File: src/design/lru_miss_counter_macros.svh
// assertion macros for the lru miss counter
// used by the top level, expects aclk and aresetn in scope
`ifndef LRU_MISS_COUNTER_MACROS_SVH
`define LRU_MISS_COUNTER_MACROS_SVH

// condition that holds at every edge out of reset
`define LMC_ASSERT_ALWAYS(lbl, cond, msg) \
    lbl: assert property (@(posedge aclk) disable iff (!aresetn) (cond)) \
        else $error(msg);

// antecedent at one edge implies consequent at the next edge
`define LMC_ASSERT_NEXT(lbl, ante, cons, msg) \
    lbl: assert property (@(posedge aclk) disable iff (!aresetn) (ante) |=> (cons)) \
        else $error(msg);

`endif

File: src/design/lmc_pkg.sv
// shared constants and types for the lru miss counter
// no dependencies
package lmc_pkg;

    localparam int MAX_ENTRIES = 16;
    localparam int KEY_W       = 32;
    localparam int CAP_W       = 5;
    localparam int COUNT_W     = 32;
    localparam int USED_W      = 5;
    localparam int CNT_W       = $clog2(MAX_ENTRIES + 1);
    localparam int RANK_W      = (MAX_ENTRIES > 1) ? $clog2(MAX_ENTRIES) : 1;
    localparam int IDX_W       = RANK_W;
    localparam int S_DATA_W    = 32;
    localparam int M_DATA_W    = 40;

    localparam logic [CAP_W-1:0] CAP_RESET = CAP_W'(16);

    typedef enum logic [1:0] {
        ST_EMPTY = 2'b01,
        ST_HOLD  = 2'b10
    } state_t;

    typedef struct packed {
        logic take;
    } cmd_t;

endpackage

File: src/design/lmc_ctrl.sv
// controller for the lru miss counter: output register occupancy and accept
// depends on lmc_pkg
module lmc_ctrl (
    input  logic          aclk,
    input  logic          aresetn,
    input  logic          s_tvalid,
    output logic          s_tready,
    output logic          m_tvalid,
    input  logic          m_tready,
    output lmc_pkg::cmd_t cmd
);

    lmc_pkg::state_t state_reg;
    lmc_pkg::state_t state_next;
    logic            take;

    assign s_tready = (state_reg == lmc_pkg::ST_EMPTY) || m_tready;
    assign take     = s_tvalid && s_tready;
    assign m_tvalid = (state_reg == lmc_pkg::ST_HOLD);
    assign cmd.take = take;

    always_comb begin
        state_next = state_reg;
        unique case (state_reg)
            lmc_pkg::ST_EMPTY: begin
                if (take) state_next = lmc_pkg::ST_HOLD;
            end
            lmc_pkg::ST_HOLD: begin
                if (m_tready && !take) state_next = lmc_pkg::ST_EMPTY;
            end
            default: state_next = lmc_pkg::ST_EMPTY;
        endcase
    end

    always_ff @(posedge aclk) begin
        if (!aresetn) begin
            state_reg <= lmc_pkg::ST_EMPTY;
        end else begin
            state_reg <= state_next;
        end
    end

endmodule

File: src/design/lmc_datapath.sv
// datapath for the lru miss counter: entry store, parallel lookup, recency update
// depends on lmc_pkg
module lmc_datapath (
    input  logic                          aclk,
    input  logic                          aresetn,
    input  lmc_pkg::cmd_t                 cmd,
    input  logic                          cfg_wr_en,
    input  logic [lmc_pkg::CAP_W-1:0]     cfg_wr_data,
    input  logic [lmc_pkg::KEY_W-1:0]     key,
    input  logic                          start_sequence,
    output logic                          hit,
    output logic [lmc_pkg::COUNT_W-1:0]   miss_count,
    output logic [lmc_pkg::USED_W-1:0]    entries_used
);

    localparam int N = lmc_pkg::MAX_ENTRIES;

    logic [lmc_pkg::CAP_W-1:0]   cap_reg;
    logic [lmc_pkg::KEY_W-1:0]   key_reg [N];
    logic [N-1:0]                valid_reg;
    logic [lmc_pkg::RANK_W-1:0]  rank_reg [N];
    logic [lmc_pkg::CNT_W-1:0]   used_reg;
    logic [lmc_pkg::COUNT_W-1:0] miss_reg;
    logic                        hit_out_reg;
    logic [lmc_pkg::COUNT_W-1:0] miss_out_reg;
    logic [lmc_pkg::USED_W-1:0]  used_out_reg;

    logic [N-1:0]                valid_cur;
    logic [lmc_pkg::CNT_W-1:0]   used_cur;
    logic [lmc_pkg::COUNT_W-1:0] miss_cur;
    logic [lmc_pkg::CNT_W-1:0]   cap_eff;
    logic                        cap_nz;
    logic                        hit_now;
    logic [lmc_pkg::IDX_W-1:0]   hit_idx;
    logic [lmc_pkg::RANK_W-1:0]  hit_rank;
    logic [lmc_pkg::IDX_W-1:0]   free_idx;
    logic                        free_found;
    logic [lmc_pkg::IDX_W-1:0]   victim_idx;
    logic                        victim_found;
    logic                        full;
    logic                        do_update;
    logic [lmc_pkg::CNT_W-1:0]   limit;
    logic [lmc_pkg::IDX_W-1:0]   slot;
    logic [lmc_pkg::RANK_W-1:0]  rank_next [N];
    logic [N-1:0]                valid_next;
    logic [lmc_pkg::CNT_W-1:0]   used_next;
    logic [lmc_pkg::COUNT_W-1:0] miss_next;

    always_comb begin
        valid_cur = start_sequence ? '0 : valid_reg;
        used_cur  = start_sequence ? '0 : used_reg;
        miss_cur  = start_sequence ? '0 : miss_reg;

        if (32'(cap_reg) > 32'(N)) cap_eff = lmc_pkg::CNT_W'(N);
        else                       cap_eff = lmc_pkg::CNT_W'(cap_reg);
        cap_nz = (cap_reg != '0);

        // first matching, first free and least recent entry
        hit_now      = 1'b0;
        hit_idx      = '0;
        hit_rank     = '0;
        free_found   = 1'b0;
        free_idx     = '0;
        victim_found = 1'b0;
        victim_idx   = '0;
        for (int i = 0; i < N; i++) begin
            if (cap_nz && valid_cur[i] && key_reg[i] == key && !hit_now) begin
                hit_now  = 1'b1;
                hit_idx  = lmc_pkg::IDX_W'(i);
                hit_rank = rank_reg[i];
            end
            if (!valid_cur[i] && !free_found) begin
                free_found = 1'b1;
                free_idx   = lmc_pkg::IDX_W'(i);
            end
            if (valid_cur[i] && !victim_found
                    && lmc_pkg::CNT_W'(rank_reg[i]) + 1'b1 == used_cur) begin
                victim_found = 1'b1;
                victim_idx   = lmc_pkg::IDX_W'(i);
            end
        end

        full      = (used_cur >= cap_eff);
        do_update = hit_now || cap_nz;

        if (hit_now) begin
            limit = lmc_pkg::CNT_W'(hit_rank);
            slot  = hit_idx;
        end else if (full) begin
            limit = used_cur - 1'b1;
            slot  = victim_idx;
        end else begin
            limit = used_cur;
            slot  = free_idx;
        end

        valid_next = valid_cur;
        for (int i = 0; i < N; i++) begin
            rank_next[i] = rank_reg[i];
            if (do_update && valid_cur[i] && lmc_pkg::CNT_W'(rank_reg[i]) < limit) begin
                rank_next[i] = rank_reg[i] + 1'b1;
            end
            if (do_update && slot == lmc_pkg::IDX_W'(i)) begin
                rank_next[i]  = '0;
                valid_next[i] = 1'b1;
            end
        end

        used_next = (!hit_now && cap_nz && !full) ? used_cur + 1'b1 : used_cur;

        if (hit_now || miss_cur == '1) miss_next = miss_cur;
        else                           miss_next = miss_cur + 1'b1;
    end

    always_ff @(posedge aclk) begin
        if (!aresetn) begin
            cap_reg   <= lmc_pkg::CAP_RESET;
            valid_reg <= '0;
            used_reg  <= '0;
            miss_reg  <= '0;
            for (int i = 0; i < N; i++) begin
                rank_reg[i] <= '0;
            end
        end else begin
            if (cfg_wr_en) cap_reg <= cfg_wr_data;
            if (cmd.take) begin
                valid_reg <= valid_next;
                used_reg  <= used_next;
                miss_reg  <= miss_next;
                for (int i = 0; i < N; i++) begin
                    rank_reg[i] <= rank_next[i];
                end
            end
        end
    end

    // key store and result register, no reset
    always_ff @(posedge aclk) begin
        for (int i = 0; i < N; i++) begin
            if (cmd.take && !hit_now && cap_nz && slot == lmc_pkg::IDX_W'(i)) begin
                key_reg[i] <= key;
            end
        end
        if (cmd.take) begin
            hit_out_reg  <= hit_now;
            miss_out_reg <= miss_next;
            used_out_reg <= lmc_pkg::USED_W'(used_next);
        end
    end

    assign hit          = hit_out_reg;
    assign miss_count   = miss_out_reg;
    assign entries_used = used_out_reg;

endmodule

File: src/design/lru_miss_counter.sv
// lru miss counter top level: controller, datapath and assertions
// depends on lmc_pkg, lmc_ctrl, lmc_datapath and lru_miss_counter_macros.svh
//
// usage
//  s_ channel carries one request: tdata holds the key, tuser the start flag
//  that empties the cache and clears the miss count before this access
//  m_ channel returns one result per request: tuser is the hit flag, tdata
//  holds the running miss count and the number of entries in use
//  cfg_wr_en / cfg_wr_data write the capacity in use (0 to 16, above 16 acts
//  as 16, 0 makes every access a miss); write only while idle
//  latency: result valid one cycle after the request is accepted
//  throughput: one request per cycle, set by the single-cycle parallel compare
//  and recency update over the 16 registered entries
//  a held result does not block the next request when m_tready is high in the
//  same cycle; while m_tready is low with a result held, s_tready is low
//  reset empties the cache, clears the miss count and sets capacity to 16
`include "lru_miss_counter_macros.svh"

module lru_miss_counter (
    input  logic                           aclk,
    input  logic                           aresetn,
    input  logic                           s_tvalid,
    output logic                           s_tready,
    input  logic [lmc_pkg::S_DATA_W-1:0]   s_tdata,   // [31:0] key
    input  logic                           s_tuser,   // [0] start_sequence
    output logic                           m_tvalid,
    input  logic                           m_tready,
    output logic [lmc_pkg::M_DATA_W-1:0]   m_tdata,   // [31:0] miss_count, [36:32] entries_used
    output logic                           m_tuser,   // [0] hit
    input  logic                           cfg_wr_en,
    input  logic [lmc_pkg::CAP_W-1:0]      cfg_wr_data
);

    lmc_pkg::cmd_t                 cmd;
    logic [lmc_pkg::COUNT_W-1:0]   miss_count;
    logic [lmc_pkg::USED_W-1:0]    entries_used;

    lmc_ctrl u_ctrl (
        .aclk     (aclk),
        .aresetn  (aresetn),
        .s_tvalid (s_tvalid),
        .s_tready (s_tready),
        .m_tvalid (m_tvalid),
        .m_tready (m_tready),
        .cmd      (cmd)
    );

    lmc_datapath u_datapath (
        .aclk           (aclk),
        .aresetn        (aresetn),
        .cmd            (cmd),
        .cfg_wr_en      (cfg_wr_en),
        .cfg_wr_data    (cfg_wr_data),
        .key            (s_tdata[lmc_pkg::KEY_W-1:0]),
        .start_sequence (s_tuser),
        .hit            (m_tuser),
        .miss_count     (miss_count),
        .entries_used   (entries_used)
    );

    assign m_tdata = {
        {(lmc_pkg::M_DATA_W - lmc_pkg::COUNT_W - lmc_pkg::USED_W){1'b0}},
        entries_used,
        miss_count
    };

    `LMC_ASSERT_ALWAYS(a_used_bound, !m_tvalid || 32'(entries_used) <= 32'(lmc_pkg::MAX_ENTRIES), "entries in use above maximum")
    `LMC_ASSERT_ALWAYS(a_hit_nonempty, !(m_tvalid && m_tuser) || entries_used != '0, "hit reported with empty cache")
    `LMC_ASSERT_NEXT(a_accept_result, aresetn && s_tvalid && s_tready, m_tvalid, "accepted request gave no result")

endmodule

File: config.mk
export PLATFORM = sky130hd
export DESIGN_NAME = lru_miss_counter
export DESIGN_NICKNAME = d
export VERILOG_FILES = /design/src/design/lmc_pkg.sv /design/src/design/lmc_ctrl.sv /design/src/design/lmc_datapath.sv /design/src/design/lru_miss_counter.sv
export VERILOG_INCLUDE_DIRS = /design/src /design/src/design
export SDC_FILE = /design/constraint.sdc
export NUM_CORES = 1
export LEC_CHECK = 0
export BUFFER_PORTS_ARGS = -buffer_cell sky130_fd_sc_hd__buf_4
export CORE_UTILIZATION = 35
export CTS_CLUSTER_DIAMETER = 120
export CTS_CLUSTER_SIZE = 24
export DETAILED_ROUTE_END_ITERATION = 8
export GPL_ROUTABILITY_DRIVEN = 1
export PLACE_DENSITY = 0.55
export SLEW_MARGIN = 20
export SYNTH_ARGS = -nofsm -noshare
export SYNTH_HDL_FRONTEND = slang
export SYNTH_SLANG_ARGS = --single-unit
File: constraint.sdc
create_clock -name aclk -period 14.72 [get_ports aclk]
set_clock_uncertainty 0.15 [all_clocks]
set_input_delay 1.472 -clock aclk [delete_from_list [all_inputs] [get_ports aclk]]
set_output_delay 1.472 -clock aclk [all_outputs]
set_load 0.005 [all_outputs]
Yosys cells after proc, flatten, opt, wreduce, memory -nomap -nowiden. Memories as Yosys holds them, arrays and structs flattened. Index checks and enable logic that the tools add are counted.

Add/sub/neg operators: 35. Order comparisons: 18. Equal/unequal tests: 52. Muxes and demuxes: 265. Bitwise gates (word level): 16. Reduce and logical (&&, ||, !) cells: 246.

Operator list (number): 32-bit 2-to-1 mux (17); 32-bit == test (16); 32-bit OR reduction (15); 4-bit 2-to-1 mux (105); 1-bit logical AND (163); 1-bit 2-to-1 mux (116); 4-bit by 1-bit adder with 5-bit output (second input constant) (16); 5-bit == test (16); 4-bit by 5-bit < comparator with 1-bit output (16); 4-bit by 1-bit adder with 4-bit output (second input constant) (16); 1-bit logical NOT (62); 3-bit 2-to-1 mux (12); 32-bit by 1-bit adder with 32-bit output (second input constant) (1); 32-bit == test (second input constant) (1); 4-bit == test (second input constant) (8); 5-bit 2-to-1 mux (5); 4-bit by 3-bit == test with 1-bit output (second input constant) (4); 16-bit 2-to-1 mux (1); 2-bit 2-to-1 mux (8); 1-bit OR (16); 4-bit by 2-bit == test with 1-bit output (second input constant) (2); 5-bit by 1-bit adder with 5-bit output (second input constant) (1); 5-bit greater-or-equal comparator (1); 5-bit > comparator (second input constant) (1); other kinds (10) (13).

Bits in registers: 98. Bits in writable memories: 576. Word-level logic and storage cells: 642. Memories: 2.

Memory list: u_datapath.key_reg (depth 16, bits a word 32, read ports 16, clocked after memory_dff 0, wr ports 1, RTL line lmc_datapath.sv:19) `logic [lmc_pkg::KEY_W-1:0] key_reg [N];`; u_datapath.rank_reg (depth 16, bits a word 4, read ports 16, clocked after memory_dff 0, wr ports 16, RTL line lmc_datapath.sv:21) `logic [lmc_pkg::RANK_W-1:0] rank_reg [N];`.

Logic depth before layout (Yosys ltp). Gate-level depths: netlist of run 1. An unclocked memory read counts as a cell.

Word-level depth: 87. Mapped depth: 24. Mapped depth without buffers: 20.

Cells and area by module. From an unflattened synthesis of run 1, not the netlist that was laid out.

Cell total of the unflattened synthesis: 2852. Area, all modules: 35036.1 µm².

Modules (own cells, without submodules): lmc_datapath (instances 1, cells each 2838, area each 34902.2 µm²); lmc_ctrl (instances 1, cells each 10, area each 107.6 µm²); lru_miss_counter (instances 1, cells each 4, area each 26.3 µm²).

Least setup slack after synthesis of run 1. OpenSTA, ideal clock, no wires.

Path kind: input-to-reg. From: input port s_tuser. To: memory u_datapath.key_reg[6][0] (netlist name), enable pin. Library setup time: 0.421 ns. Data arrival time: 6.068 ns. Data required time: 14.149 ns. Path slack: 8.081 ns. Stages on the path: 18. Cell sequence: buf_2 > buf_2 > buf_2 > buf_2 > clkbuf_1 > nor2b_1 > ha_1 > a21o_1 > a21o_1 > a21o_1 > a21o_1 > clkbuf_1 > nor3_1 > a31o_2 > nor3b_1 > o21ai_1 > nand2b_1 > nor2_1.

Cells in the longest elaborated chain, start to end: 86. Elaborated cells between the ends (all ways): 376. Classes of those cells: order compare: 1; eq/ne: 31; mux: 157; reduce/logical: 187.

RTL lines: from (decl) (RTL line lru_miss_counter.sv:25) `input logic s_tuser,`; 5-bit 2-to-1 mux (RTL line lmc_datapath.sv:51) `used_cur = start_sequence ? '0 : used_reg;`; 5-bit == test (RTL line lmc_datapath.sv:77) `&& lmc_pkg::CNT_W'(rank_reg[i]) + 1'b1 == used_cur) begin`; 1-bit logical AND (RTL line lmc_datapath.sv:77); 1-bit 2-to-1 mux (RTL line lmc_datapath.sv:76) `if (valid_cur[i] && !victim_found`; 1-bit logical NOT (RTL line lmc_datapath.sv:76); 1-bit logical AND (RTL line lmc_datapath.sv:76); 1-bit logical AND (RTL line lmc_datapath.sv:77); 1-bit 2-to-1 mux (RTL line lmc_datapath.sv:76); [... 56 more ...]; 4-bit 2-to-1 mux (RTL line lmc_datapath.sv:89) `end else if (full) begin`; 4-bit 2-to-1 mux (RTL line lmc_datapath.sv:86) `if (hit_now) begin`; 4-bit by 1-bit == test with 1-bit output (RTL line lmc_datapath.sv:140) `if (cmd.take && !hit_now && cap_nz && slot == lmc_pkg::IDX_W'(i)) begin`; 1-bit logical AND (RTL line lmc_datapath.sv:140); 1-bit 2-to-1 mux (RTL line lmc_datapath.sv:140); 1-bit 2-to-1 mux (implied by the code) (RTL line lmc_datapath.sv:141) `key_reg[i] <= key;`; 32-bit OR reduction (no line); 4-bit 2-to-1 mux (no line) / 1-bit 2-to-1 mux (equally long branches) (15 in series); to (decl) (RTL line lmc_datapath.sv:19).

Parallel ways exist; a longest one is shown, timed or not.

==> flow_summary.json, run 1 <==
{
  "mostFrequentLayoutCells": "614 x edfxtp_1, 380 x xnor2_1, 255 x xor2_1",
  "max-cap-violations": 0,
  "instances_no_fill": 4297,
  "ys_warn_count": 0,
  "fp.dieArea_mm2": 0.102,
  "crit_chain": "or4_4 -> nor2_2 -> buf_4 -> or4_1 -> or3_1 -> nand4_4 -> nor3_4 -> nand3_1 -> or3b_2 -> nor2_1 -> or3_1 -> ha_1 -> a21o_1 -> a21o_1 -> a21oi_1 -> nor2_1 -> o31a_1 -> o22ai_1",
  "start_util_pct": 35.3,
  "antenna_found_initial": 0,
  "slew_viol_final": 0,
  "switching_share_pct": 28.4,
  "finalHoldViolCount": 0,
  "drt_iter0_markers": 2364,
  "grt_max_degree": 64,
  "max_stage_delay_ps": 670,
  "drc": 0,
  "finalSetupTns_ps": 0,
  "setup.worst_path.start_class": "flip-flop",
  "via_per_inst": 5.62,
  "p_switching_mw": 1.12,
  "yosysTopAreaCell": "edfxtp_1",
  "criticalPathCategory": "flip-flop to flip-flop",
  "synth_seq_cells": 674,
  "die_w_um": 320,
  "ioPinCount": 86,
  "grt_first_pass_wirelength_um": 157000,
  "insertion_delay_ps": 650,
  "relSlewSlack_pct": 21.7,
  "status": "completed",
  "pwr-share-clk_pct": 28.6,
  "critPathBufInv": 1,
  "netlist_instances": 2955,
  "leakage_nw": 12.3,
  "clockBufferDepth": 3,
  "antenna_left": 0,
  "tightestPinTransition_ps": 1160,
  "dp_hpwl_um": 69200,
  "rsz0062_at_grt": "no",
  "cts_tree": "yes",
  "min_period_over_period_pct": 49.2,
  "finalNetCount": 3101,
  "p_seq_share_pct": 56.1,
  "num-fill-cells": 9594,
  "cp.arrival_ps": 7360,
  "p_int_mw": 2.84,
  "end_kind": "flip-flop",
  "syn_avg_cell_area_um2": 12.0,
  "comb_power_share_pct": 15.3,
  "cp_top_family": "simple AND/OR/NAND/NOR gates",
  "syn2layout_area_growth_pct": 8.60,
  "yosys.cell_types.count": 96,
  "post_cts_resized": 0,
  "via_count": 24200,
  "crit_path_top_delay_cell": "or3_1",
  "fin_area_mm2": 0.0384,
  "synth_ff_type": "edfxtp_1",
  "core-area_mm2": 0.100,
  "htreeDepth": 2,
  "hold_slack_ps": 334,
  "cts.sinks": 674,
  "grt_overflow_total": 0,
  "first_pass_iters": 5,
  "synth_top_area_share_pct": 52.2,
  "rows": 116,
  "drive_gt1_share_pct": 8.64,
  "fmax_mhz": 138,
  "synthArstFlopShare_pct": 0,
  "gp_congestion": 0.947,
  "regArea_mm2": 0.0196,
  "setup_violations": 0,
  "post_cts_buffers": 0,
  "die_h_um": 320,
  "ys_seq_area_share_pct": 55.6,
  "layout_commonest_cell": "edfxtp_1",
  "wire_per_inst_um": 25.2,
  "place_area_mm2": 0.0373,
  "critPathMaxFanout": 16,
  "root_buffer": "clkbuf_16",
  "required_ps": 14830,
  "netlist_area_mm2": 0.0353,
  "grt_usage_pct": 20.8,
  "power_density_mw_per_mm2": 103,
  "final_util_pct": 38.4,
  "grt_pass1_vias": 22800,
  "cts_buffers": 36,
  "cts_hold_buf": 0,
  "place_inst": 4245,
  "clk_pin_slew_worst_paths_ps": 100,
  "portBuffers": 82,
  "diodes": 0,
  "largest_reg_flops": 512,
  "synth_area_leaders": "edfxtp_1 52%, xnor2_1 9.4%, xor2_1 6.3%, dfxtp_1 3.4%, nand4_1 2.9%",
  "peakVddDrop_mv": 0.0747,
  "hold_class": "flip-flop to flip-flop",
  "wl_um": 108000,
  "synth_edf_count": 614,
  "multi_input_area_mm2": 0.0149,
  "fin_crit_ps": 7240
}
==> per-layer routing <==
metal  track usage, %  vias up  wire length (um)
li1                 -    11100                 -
met1             28.9    12100             49100
met2             33.3      815             49700
met3             2.90      174              6200
met4             6.58        0              3310
met5                0        -                 0
==> cell usage after synthesis (all sizes together), types with 45 or more instances <==
master,instances
a21oi,73
buf,94
clkbuf,45
dfxtp,60
edfxtp,614
ha,72
inv,49
nand2,117
nand3,108
nand4,167
nor2,184
nor3,90
nor4,124
o21ai,93
xnor2,385
xor2,255
==> layout make-up <==
type                    count  share of cell area [%]
flip-flops and latches    674                    51.2
multi-input cells        2095                    38.7
well taps                1298                    4.23
repair buffers            130                    2.54
clock buffers              39                    2.38
inverters                  49                   0.480
clock inverters            12                   0.408
==> logic make-up after synthesis <==
| kind of cell | Yosys count | synth area share, % |
|---|---|---|
| buffers and inverters | 188 | 2.54 |
| AO/OA/AOI/OAI | 343 | 6.41 |
| flip-flops | 674 | 55.6 |
| other | 1 | 0.0106 |
| multiplexers | 21 | 0.620 |
| AND/OR/NAND/NOR | 1008 | 15.8 |
| adder cells (fa/ha/maj) | 72 | 2.55 |
| XOR/XNOR | 648 | 16.5 |
==> through the flow <==
stage / power [mW] / worst slack (ps)
finish: 3.96 / 7480
global placement: 2.87 / 7120
detailed placement: 2.87 / 7150
floorplan: 2.65 / 8080
CTS: 3.99 / 7660
global route: 4.11 / 7340
==> worst paths after layout <==
path                                              start  depth (start not counted)  slack, ps                         to
worst max-delay path              u_datapath.cap_reg[0]                         18       7480  u_datapath.rank_reg[0][6]
worst min-delay path            u_datapath.valid_reg[5]                          2        330    u_datapath.valid_reg[5]
worst max register to register    u_datapath.cap_reg[0]                         18       7480  u_datapath.rank_reg[0][6]
worst min register to register  u_datapath.valid_reg[5]                          2        330    u_datapath.valid_reg[5]
==> power groups by stage <==
stage / Sequential [mW] / Combinational [mW] / Clock (mW)
6_report: 2.23 / 0.607 / 1.13
5_1_grt: 2.23 / 0.658 / 1.22
4_1_cts: 2.22 / 0.603 / 1.17
3_5_place_dp: 2.27 / 0.601 / 0
3_3_place_gp: 2.27 / 0.598 / 0
2_1_floorplan: 2.24 / 0.407 / 0
==> tightest hold or removal path, delay by kind of cell (launching register included) <==
family,cells,cell delay (ps)
flip-flops,1,330
AO/OA/AOI/OAI,1,60
AND/OR/NAND/NOR,1,50
(Power assumes the default switching activity.)
==> inputs of run 2 (changes only) <==
- PLACE_DENSITY: 0.55 -> 0.56
- clock period: 14.72 -> 6.22 ns (I/O delays scaled with it)
==> flow_summary.json, run 2 (same netlist as run 1, synthesis figures left out) <==
{
  "setup.worst_path.start_class": "flip-flop",
  "worstHoldPathCells": 3,
  "grt_usage_pct": 21.5,
  "hold_slack_ps": 58.3,
  "num-fill-cells": 9510,
  "hold_class": "primary input to flip-flop",
  "finalSetupTns_ps": 0,
  "required_ps": 6350,
  "drive_gt1_share_pct": 12.7,
  "finalNetCount": 3244,
  "first_pass_iters": 6,
  "mostFrequentLayoutCells": "614 x edfxtp_1, 380 x xnor2_1, 255 x xor2_1",
  "fmax_mhz": 170,
  "antenna_left": 0,
  "grt_first_pass_wirelength_um": 163000,
  "worstHoldStart": "cfg_wr_data[4]",
  "peakVddDrop_mv": 0.195,
  "end_kind": "flip-flop",
  "fin_crit_ps": 5880,
  "cts_hold_buf": 0,
  "root_buffer": "clkbuf_16",
  "criticalPathCategory": "flip-flop to flip-flop",
  "grt_max_degree": 63,
  "cts_buffers": 36,
  "fp.dieArea_mm2": 0.102,
  "via_count": 25100,
  "drc": 0,
  "clockBufferDepth": 3,
  "ioPinCount": 86,
  "holdPathEnd": "u_datapath.cap_reg[4]",
  "r2r_slack_ps": 340,
  "portBuffers": 82,
  "post_cts_resized": 0,
  "syn2layout_area_growth_pct": 12.3,
  "core-area_mm2": 0.100,
  "critPathMaxFanout": 14,
  "grt_pass1_vias": 23800,
  "drt_iter0_markers": 2785,
  "dp_hpwl_um": 78500,
  "cp.arrival_ps": 6010,
  "via_per_inst": 5.64,
  "relSlewSlack_pct": 31.0,
  "final_util_pct": 39.7,
  "grt_overflow_total": 0,
  "worstReg2RegStart": "u_datapath.cap_reg[0]",
  "start_util_pct": 35.3,
  "rows": 116,
  "finalHoldViolCount": 0,
  "max-cap-violations": 0,
  "clk_pin_slew_worst_paths_ps": 90,
  "setup_violations": 0,
  "r2r_cells": 15,
  "tightestPinTransition_ps": 1030,
  "gp_congestion": 0.960,
  "wl_um": 111000,
  "layout_commonest_cell": "edfxtp_1",
  "largest_reg_flops": 512,
  "cts.sinks": 674,
  "p_total_mw": 9.48,
  "post_cts_buffers": 0,
  "die_h_um": 320,
  "slew_viol_final": 0,
  "timing.rr.end": "u_datapath.rank_reg[0][38]",
  "min_period_over_period_pct": 94.6,
  "insertion_delay_ps": 640,
  "die_w_um": 320,
  "wire_per_inst_um": 25.1,
  "antenna_found_initial": 4,
  "htreeDepth": 2,
  "rsz0062_at_grt": "no",
  "cts_tree": "yes",
  "power_density_mw_per_mm2": 239,
  "leakage_nw": 13.0,
  "status": "completed"
}
==> run 2: cell count changes in the layout (fill, tap and decap cells not counted), moves of 2 or more <==
cell,previous run,this run
nor4_1,120,122
clkbuf_1,3,7
clkinv_4,2,0
buf_4,130,252
clkinv_1,2,0
buf_12,0,21
==> run 2: worst max-delay path by stage <==
stage	startpoint	end	slack (ps)	depth (start not counted)
after global placement	s_tdata[10]	u_datapath.rank_reg[0][35]	340	23
final	u_datapath.cap_reg[0]	u_datapath.rank_reg[0][38]	340	15
after floorplan	s_tuser	u_datapath.key_reg[6][0]	430	18
after global routing	u_datapath.cap_reg[0]	u_datapath.rank_reg[0][39]	210	15
after CTS	u_datapath.cap_reg[0]	u_datapath.rank_reg[0][39]	440	15
after detailed placement	s_tdata[31]	u_datapath.rank_reg[0][1]	400	20
==> run 2: power by group <==
part / internal (mW) / switching [mW] / total, mW / leakage [nW]
Sequential: 5.10 / 0.143 / 5.25 / 6.14
Combinational: 0.601 / 0.982 / 1.58 / 6.37
Clock: 1.11 / 1.54 / 2.65 / 0.512
Total: 6.81 / 2.67 / 9.48 / 13.0
==> run 2: layer usage <==
metal / vias to the layer above / share of wire (%) / routed length [um] / GRT usage [%]
met2: 1018 / 45 / 50500 / 33.8
met4: 2 / 2.9 / 3180 / 6.13
li1: 11400 / - / - / -
met5: - / 0.0081 / 9 / 0
met3: 164 / 7.2 / 8010 / 3.06
met1: 12500 / 45 / 49800 / 30.7
==> run 2: metrics by stage <==
step	setup WS [ps]	std cells	instance area, um^2
floorplan	431	2957	35300
global placement	342	4389	38600
detailed placement	404	4389	38600
CTS	435	4442	39700
global route	211	4442	39700
finish	338	4443	39700
==> run 2: layout make-up <==
type                       instances  area [um^2]  share of cell area [%]
antenna                            1         2.50                 0.00631
clock buffer                      43          927                    2.34
clock inverter                    10          131                   0.331
inverter                          49          184                   0.464
multi-input combinational       2095        14800                    37.4
sequential                       674        19600                    49.5
tap                             1298         1620                    4.10
timing repair buffer             273         2310                    5.83
==> run 2: critical path, cell delays in order, from the launching register on <==
cell and delay [ps]:
dfxtp_1 330, or4_4 630, o21ai_2 720, nor4_1 190, nand3_1 280, nand3_1 210, nor4_1 780, and2_1 510
inv_1 120, o21ai_1 320, buf_12 210, ha_1 260, a21oi_1 150, nor2_1 50, o31a_1 260, o22ai_1 330
